## src/hdl/lcg48_pkg.sv

```systemverilog
package lcg48_pkg;

  // generator arithmetic
  localparam int unsigned STATE_W = 48;
  localparam int unsigned OUT_W   = 32;
  localparam int unsigned LOW_W   = 16;
  localparam int unsigned HALF_W  = 24;
  localparam int unsigned MUL_W   = 35;
  localparam int unsigned CNT_W   = 6;

  localparam logic [MUL_W-1:0]   LCG_MUL = 35'h5_DEEC_E66D;
  localparam logic [STATE_W-1:0] LCG_ADD = 48'd11;

  // most predictions per item, counts above this saturate
  localparam logic [CNT_W-1:0] MAX_PREDICT = 6'd63;

  // stream widths
  localparam int unsigned IN_DATA_W  = 72;
  localparam int unsigned OUT_DATA_W = 88;

  // result kinds on out_tuser
  localparam logic KIND_STATUS  = 1'b0;
  localparam logic KIND_PREDICT = 1'b1;

  // request to the step unit
  typedef struct packed {
    logic               start;
    logic [STATE_W-1:0] operand;
  } lcg48_mul_req_t;

  // answer of the step unit
  typedef struct packed {
    logic               done;
    logic [STATE_W-1:0] result;
  } lcg48_mul_rsp_t;

endpackage

```

## src/hdl/lcg48_step_unit.sv

```systemverilog
module lcg48_step_unit (
  input  logic                      clk,
  input  logic                      rst_n,
  input  lcg48_pkg::lcg48_mul_req_t req,
  output lcg48_pkg::lcg48_mul_rsp_t rsp
);
  import lcg48_pkg::*;

  typedef enum logic [3:0] {
    M_IDLE = 4'b0001,
    M_LO   = 4'b0010,
    M_HI   = 4'b0100,
    M_SUM  = 4'b1000
  } mul_state_t;

  mul_state_t            state_r, state_nxt;
  logic [STATE_W-1:0]    op_r;
  logic [STATE_W-1:0]    plo_r;
  logic [HALF_W-1:0]     phi_r;
  logic [STATE_W-1:0]    res_r;
  logic                  done_r, done_nxt;

  // sequencer: low partial product, high partial product, final sum
  always_comb begin
    state_nxt = state_r;
    done_nxt  = 1'b0;
    unique case (state_r)
      M_IDLE: if (req.start) state_nxt = M_LO;
      M_LO:   state_nxt = M_HI;
      M_HI:   state_nxt = M_SUM;
      M_SUM: begin
        state_nxt = M_IDLE;
        done_nxt  = 1'b1;
      end
      default: state_nxt = M_IDLE;
    endcase
  end

  always_ff @(posedge clk) begin
    if (!rst_n) begin
      state_r <= M_IDLE;
      done_r  <= 1'b0;
    end else begin
      state_r <= state_nxt;
      done_r  <= done_nxt;
    end
  end

  // datapath: s * mul + add, mod 2^48, over the low, high and sum states
  always_ff @(posedge clk) begin
    if (state_r == M_IDLE && req.start) begin
      op_r <= req.operand;
    end
    if (state_r == M_LO) begin
      plo_r <= STATE_W'(op_r[HALF_W-1:0]) * STATE_W'(LCG_MUL);
    end
    if (state_r == M_HI) begin
      phi_r <= op_r[STATE_W-1:HALF_W] * LCG_MUL[HALF_W-1:0];
    end
    if (state_r == M_SUM) begin
      res_r <= plo_r + {phi_r, {HALF_W{1'b0}}} + LCG_ADD;
    end
  end

  assign rsp.done   = done_r;
  assign rsp.result = res_r;

endmodule

```

## src/hdl/lcg48_seed_recover_and_predict.sv

```systemverilog
// 48-bit linear congruential generator: state recovery and prediction.
//
// Input channel (in_*): one item carries two consecutive generator outputs
// and a prediction count. in_tready is high only while the block is idle.
// Result channel (out_*): per item, one status result (out_tuser = 0) with
// the found flag and the recovered state, then, if a state was found, up to
// predict_count predicted outputs (out_tuser = 1). out_tlast marks the final
// result of an item.
// Flow: the first output goes once through the shared step unit; the search
// then tests one candidate per cycle with a single 48-bit adder, candidate k
// taking k as the low state bits, and stops at the first match or after
// SEARCH_CANDIDATES candidates, when the status result is registered. Each
// prediction runs the step unit again once the previous result is accepted.
// Reset (synchronous, active low) returns to idle with no result pending.
// A stalled receiver holds the current result steady and pauses the
// sequencer; nothing is lost or repeated.
module lcg48_seed_recover_and_predict #(
  parameter int unsigned SEARCH_CANDIDATES = 65536
) (
  input  logic                              clk,
  input  logic                              rst_n,
  input  logic                              in_tvalid,
  output logic                              in_tready,
  // [31:0] first_output, [63:32] second_output, [69:64] predict_count
  input  logic [lcg48_pkg::IN_DATA_W-1:0]   in_tdata,
  output logic                              out_tvalid,
  input  logic                              out_tready,
  // [0] seed_found, [48:1] recovered_state, [80:49] predicted_value
  output logic [lcg48_pkg::OUT_DATA_W-1:0]  out_tdata,
  // [0] item_kind
  output logic                              out_tuser,
  output logic                              out_tlast
);
  import lcg48_pkg::*;

  localparam int unsigned IDX_W =
    (SEARCH_CANDIDATES > 1) ? $clog2(SEARCH_CANDIDATES) : 1;
  localparam logic [IDX_W-1:0] LAST_IDX = IDX_W'(SEARCH_CANDIDATES - 1);

  typedef enum logic [5:0] {
    S_IDLE   = 6'b000001,
    S_SEED   = 6'b000010,
    S_SEARCH = 6'b000100,
    S_STATUS = 6'b001000,
    S_ADV    = 6'b010000,
    S_PRED   = 6'b100000
  } seq_state_t;

  seq_state_t           state_r, state_nxt;
  logic [OUT_W-1:0]     first_r;
  logic [OUT_W-1:0]     second_r;
  logic [CNT_W-1:0]     left_r;
  logic [IDX_W-1:0]     idx_r;
  logic [STATE_W-1:0]   acc_r;
  logic [STATE_W-1:0]   gen_r;
  logic                 found_r;

  logic                 out_valid_r;
  logic                 out_kind_r;
  logic                 out_found_r;
  logic [STATE_W-1:0]   out_state_r;
  logic [OUT_W-1:0]     out_value_r;
  logic                 out_last_r;

  logic                 in_fire;
  logic                 out_fire;
  logic                 hit;
  logic [CNT_W-1:0]     cnt_in;
  logic [CNT_W-1:0]     cnt_sat;

  lcg48_mul_req_t       mul_req;
  lcg48_mul_rsp_t       mul_rsp;

  lcg48_step_unit u_step (
    .clk   (clk),
    .rst_n (rst_n),
    .req   (mul_req),
    .rsp   (mul_rsp)
  );

  assign in_tready = (state_r == S_IDLE);
  assign in_fire   = in_tvalid && in_tready;
  assign out_fire  = out_valid_r && out_tready;
  assign hit       = (acc_r[STATE_W-1:LOW_W] == second_r);
  assign cnt_in    = in_tdata[2*OUT_W +: CNT_W];
  assign cnt_sat   = (cnt_in > MAX_PREDICT) ? MAX_PREDICT : cnt_in;

  // sequencer
  always_comb begin
    state_nxt       = state_r;
    mul_req.start   = 1'b0;
    mul_req.operand = gen_r;
    unique case (state_r)
      S_IDLE: begin
        mul_req.operand = {in_tdata[OUT_W-1:0], {LOW_W{1'b0}}};
        if (in_fire) begin
          mul_req.start = 1'b1;
          state_nxt     = S_SEED;
        end
      end
      S_SEED: if (mul_rsp.done) state_nxt = S_SEARCH;
      S_SEARCH: begin
        if (hit || idx_r == LAST_IDX) state_nxt = S_STATUS;
      end
      S_STATUS: begin
        if (out_fire) begin
          if (found_r && left_r != '0) begin
            mul_req.start = 1'b1;
            state_nxt     = S_ADV;
          end else begin
            state_nxt = S_IDLE;
          end
        end
      end
      S_ADV: if (mul_rsp.done) state_nxt = S_PRED;
      S_PRED: begin
        if (out_fire) begin
          if (left_r != '0) begin
            mul_req.start = 1'b1;
            state_nxt     = S_ADV;
          end else begin
            state_nxt = S_IDLE;
          end
        end
      end
      default: state_nxt = S_IDLE;
    endcase
  end

  // control registers
  always_ff @(posedge clk) begin
    if (!rst_n) begin
      state_r     <= S_IDLE;
      out_valid_r <= 1'b0;
      found_r     <= 1'b0;
    end else begin
      state_r <= state_nxt;
      if (state_r == S_SEARCH && (hit || idx_r == LAST_IDX)) begin
        out_valid_r <= 1'b1;
        found_r     <= hit;
      end else if (state_r == S_ADV && mul_rsp.done) begin
        out_valid_r <= 1'b1;
      end else if (out_fire) begin
        out_valid_r <= 1'b0;
      end
    end
  end

  // item capture, search walk and prediction datapath
  always_ff @(posedge clk) begin
    if (in_fire) begin
      first_r  <= in_tdata[OUT_W-1:0];
      second_r <= in_tdata[OUT_W +: OUT_W];
      left_r   <= cnt_sat;
    end
    if (state_r == S_SEED && mul_rsp.done) begin
      acc_r <= mul_rsp.result;
      idx_r <= '0;
    end
    // next candidate's successor is the current one plus the multiplier
    if (state_r == S_SEARCH && !hit && idx_r != LAST_IDX) begin
      acc_r <= acc_r + STATE_W'(LCG_MUL);
      idx_r <= idx_r + 1'b1;
    end
    if (state_r == S_SEARCH && (hit || idx_r == LAST_IDX)) begin
      gen_r       <= acc_r;
      out_kind_r  <= KIND_STATUS;
      out_found_r <= hit;
      out_state_r <= hit ? {first_r, LOW_W'(idx_r)} : '0;
      out_value_r <= '0;
      out_last_r  <= !hit || (left_r == '0);
    end
    if (state_r == S_ADV && mul_rsp.done) begin
      gen_r       <= mul_rsp.result;
      left_r      <= left_r - 1'b1;
      out_kind_r  <= KIND_PREDICT;
      out_found_r <= 1'b1;
      out_state_r <= '0;
      out_value_r <= mul_rsp.result[STATE_W-1:LOW_W];
      out_last_r  <= (left_r == CNT_W'(1));
    end
  end

  assign out_tvalid = out_valid_r;
  assign out_tuser  = out_kind_r;
  assign out_tlast  = out_last_r;
  assign out_tdata  = {{(OUT_DATA_W - 1 - STATE_W - OUT_W){1'b0}},
                       out_value_r, out_state_r, out_found_r};

  // checks
  a_ready_excl_result: assert property (@(posedge clk) disable iff (!rst_n)
    in_tready |-> !out_tvalid)
    else $error("input ready while a result is pending");

  a_step_done_expected: assert property (@(posedge clk) disable iff (!rst_n)
    mul_rsp.done |-> (state_r == S_SEED || state_r == S_ADV))
    else $error("step unit finished outside a waiting state");

  a_predict_needs_match: assert property (@(posedge clk) disable iff (!rst_n)
    (out_tvalid && out_tuser == KIND_PREDICT) |-> found_r)
    else $error("prediction without a recovered state");

  a_search_in_range: assert property (@(posedge clk) disable iff (!rst_n)
    (state_r == S_SEARCH) |-> (idx_r <= LAST_IDX))
    else $error("search index past the last candidate");

  a_result_follows_search: assert property (@(posedge clk) disable iff (!rst_n)
    (state_r == S_SEARCH && state_nxt == S_STATUS) |=> out_tvalid)
    else $error("search ended without a status result");

endmodule
```

## config.mk

```make
export PLATFORM = sky130hd
export DESIGN_NAME = lcg48_seed_recover_and_predict
export DESIGN_NICKNAME = d
export VERILOG_FILES = /design/src/hdl/lcg48_pkg.sv /design/src/hdl/lcg48_step_unit.sv /design/src/hdl/lcg48_seed_recover_and_predict.sv
export SDC_FILE = /design/constraint.sdc
export NUM_CORES = 2
export LEC_CHECK = 0
export BUFFER_PORTS_ARGS = -buffer_cell sky130_fd_sc_hd__buf_2
export CAP_MARGIN = 25
export CELL_PAD_IN_SITES_DETAIL_PLACEMENT = 0
export CELL_PAD_IN_SITES_GLOBAL_PLACEMENT = 1
export CORE_ASPECT_RATIO = 0.75
export CORE_MARGIN = 2
export CORE_UTILIZATION = 50
export DETAILED_ROUTE_END_ITERATION = 16
export PLACE_DENSITY = 0.78
export SLEW_MARGIN = 10
export SYNTH_ARGS = -nofsm -noshare
export SYNTH_HDL_FRONTEND = slang
export SYNTH_SLANG_ARGS = --single-unit
```

## constraint.sdc

```tcl
create_clock -name clk -period 7.37 [get_ports clk]
set_input_delay 0.3685 -clock clk [delete_from_list [all_inputs] [get_ports clk]]
set_output_delay 0.3685 -clock clk [all_outputs]
set_load 0.005 [all_outputs]
```

==> flow_metrics.env <==
export IMPL_status="finished clean"
export IMPL_final_setup_tns_ps=0
export IMPL_cts_tree="done"
export IMPL_grt_usage_pct=26.7
export IMPL_worstPathArrival_ps=7370
export IMPL_fp_dieH_um=239
export IMPL_critPathLaunchType="register"
export IMPL_routedWlPerCell_um=21.9
export IMPL_ant_nets=0
export IMPL_synth_most_common_cell="inv_1"
export IMPL_hold_slack_ps=39.2
export IMPL_worstRegToRegCells=24
export IMPL_hold_violations=0
export IMPL_drive_gt1_share_pct=9.30
export IMPL_core_area_um2=73200
export IMPL_post_synth_top_area_fraction_pct=31.3
export IMPL_min_period_ps=7050
export IMPL_fin_crit_sh_pct=95.6
export IMPL_fin_nets=4378
export IMPL_synth_common_cells="inv_1, fa_1, edfxtp_1, ha_1, nand2_1"
export IMPL_drtPass1Iterations=6
export IMPL_cts_root_buffer="clkbuf_16"
export IMPL_vias=23800
export IMPL_crit_required_ps=7700
export IMPL_r2r_end="u_step.plo_r[45]$_DFFE_PN_"
export IMPL_portBuffers=158
export IMPL_worst_path_largest_cell_delay_ps=640
export IMPL_grt_max_degree=74
export IMPL_r2r_slack_ps=320
export IMPL_crit_family="adder cells"
export IMPL_hold_path_end="first_r[10]$_DFFE_PP_"
export IMPL_grt_pass1_vias=25000
export IMPL_ys_seq_area_share_pct=34.7
export IMPL_synth_xor_xnor_area_share_pct=5.55
export IMPL_drv_cap=0
export IMPL_grt_antenna_before_repair=1
export IMPL_clock_sinks=446
export IMPL_muxShareOfSynthArea_pct=0.0612
export IMPL_numCtsBuffers=45
export IMPL_synth_top_family_by_area="adder cells"
export IMPL_synth_edf_count=383
export IMPL_ctsLongestPathBuffers=3
export IMPL_yosys_area_share_simple_pct=8.06
export IMPL_timing_critical_path_mode_cell="fa_1"
export IMPL_crit_slowest_cell="fa_2"
export IMPL_synth_compound_area_share_pct=7.15
export IMPL_synth_area_top_cells="edfxtp_1, fa_1, ha_1, inv_1, xnor2_1"
export IMPL_drc=0
export IMPL_path_max_fanout=6
export IMPL_n_antenna_cell=0
export IMPL_clock_latency_ps=610
export IMPL_synth_ff_latch_count=446
export IMPL_end_kind="register"
export IMPL_tightest_slew_ps=991
export IMPL_fmax_ghz=0.142
export IMPL_syn_avg_cell_area_um2=11.3
export IMPL_relSlewSlack_pct=33.9
export IMPL_clk_pin_slew_worst_paths_ps=60
export IMPL_grt_ovfl_total=0
export IMPL_worstPathCellList="fa_2 > fa_1 > fa_1 > inv_1 > fa_1 > inv_1 > fa_1 > fa_1 > inv_1 > fa_1 > inv_1 > ha_2 > a21oi_2 > o211ai_1 > a22oi_2 > buf_4 > nand2b_1 > a211oi_2 > buf_4 > o21ai_1 > and3_2 > o211ai_1 > a31oi_1 > xor2_1"
export IMPL_ios=168
export IMPL_yosys_warnings=0
export IMPL_vias_per_cell=5.27
export IMPL_fillers=6236
export IMPL_rsz0062_at_grt="false"
export IMPL_hp_class="input pin to register"
export IMPL_die_w_um=317
export IMPL_crit_start="u_step.op_r[3]$_SDFFCE_PP0P_"
export IMPL_start_util_pct=50.3
export IMPL_instances_no_fill=4506
export IMPL_grt_pass1_wl_um=150000
export IMPL_die_area_um2=75800
export IMPL_synth_flop_cell="edfxtp_1"
export IMPL_cts_setup_buffers=0
export IMPL_synthCells=3254
export IMPL_worst_r2r_startpoint="u_step.op_r[3]$_SDFFCE_PP0P_"
export IMPL_area_growth_syn_to_layout_pct=11.8
export IMPL_ys_async_sr_fraction_pct=0
export IMPL_first_iter_violations=2026
export IMPL_crit_cells=24
export IMPL_globalplace_congestion=0.935
export IMPL_synth_top_area_cell="edfxtp_1"
export IMPL_holdPathStages=1
export IMPL_worstHoldStart="in_tdata[10]"
export IMPL_wirelength_um=98600
export IMPL_dp_hpwl_um=81600
export IMPL_finalMaxSlewViolations=0
export IMPL_htreeDepth=2
export IMPL_finalSetupViolations=0
export IMPL_syn_area_um2=36800
export IMPL_worst_path_buf_inv=6
export IMPL_clock_skew_ps=24.2
export IMPL_path_class="register to register"
export IMPL_synthAdderAreaFrac_pct=36.6
export IMPL_placed_cells=4365
export IMPL_rows=86
export IMPL_ys_types=78
-- sequential cells by signal, indices dropped and copies added, names as in the netlist, 4 cells and up --
register and count:
u_step.res_r 48, u_step.plo_r 48, left_r 6, state_r 6
u_step.op_r 48, gen_r 48, second_r 32, out_state_r 48
idx_r 16, first_r 32, u_step.phi_r 24, u_step.state_r 4
acc_r 48, out_value_r 32
-- final cells by class --
class	count	area, um^2	share of cell area (%)
clock buffer	60	1290	3.15
tap	968	1210	2.94
timing repair buffer	261	1710	4.16
clock inverter	23	303	0.736
sequential	446	12800	31.0
inverter	695	2610	6.35
multi-input combinational	2053	21200	51.6
-- repair_timing --
| action | in CTS | in global routing |
|---|---|---|
| hold buffers | 58 | 0 |
| gates resized for setup | 0 | 11 |
| hold endpoints to repair | 58 | 0 |
| setup endpoints to repair | 0 | 6 |
-- stage by stage --
step	utilization, %	worst slack [ps]	instance area, um^2
after floorplan	-	853	36800
after global placement	53.2	190	38900
after detailed placement	53.2	144	38900
after CTS	56.2	111	41100
after global routing	56.2	37.2	41100
final	56.2	324	41100
-- cell families after synthesis --
family / after synthesis
AO/OA/AOI/OAI: 383
XOR/XNOR: 233
adder cells (fa/ha/maj): 800
buffers and inverters: 761
flip-flops: 446
multiplexers: 2
other: 1
AND/OR/NAND/NOR: 628
-- placed cells by master (no fill, tap or decap), types with 63 or more instances in the layout --
cell type,instances
inv_1,691
fa_1,458
edfxtp_1,383
ha_1,338
nand2_1,276
buf_2,158
xnor2_1,147
nor2_1,111
xor2_1,86
a21oi_1,72
a21o_1,71
o21ai_0,66
dfxtp_1,63
-- routing by layer --
layer / vias up / GRT usage, % / routed length, um
met3: 110 / 6.09 / 7220
met5: - / 0 / 0
met1: 11900 / 39.1 / 45600
met4: 0 / 5.66 / 2000
met2: 688 / 40.9 / 43800
li1: 11000 / - / -
-- worst reg2reg max path: cells and delay by family, from the launching register on --
family / cells / cell delay (ps)
compound gates: 7 / 1310
xor+xnor: 1 / 160
fa+ha+maj: 8 / 3970
buf+inv: 6 / 550
flops: 1 / 420
simple gates: 2 / 380
-- how the worst max path moves through the flow --
stage                                       to  slack (ps)
finish              u_step.plo_r[45]$_DFFE_PN_         320
detailed placement  u_step.plo_r[45]$_DFFE_PN_         140
global route        u_step.plo_r[46]$_DFFE_PN_          40
global placement    u_step.plo_r[45]$_DFFE_PN_         190
floorplan           u_step.plo_r[41]$_DFFE_PN_         850
CTS                 u_step.plo_r[45]$_DFFE_PN_         110
Power is left out: the tool's default activity adds up to more than one toggle a clock period on the data nets, which glitch-free logic cannot reach.
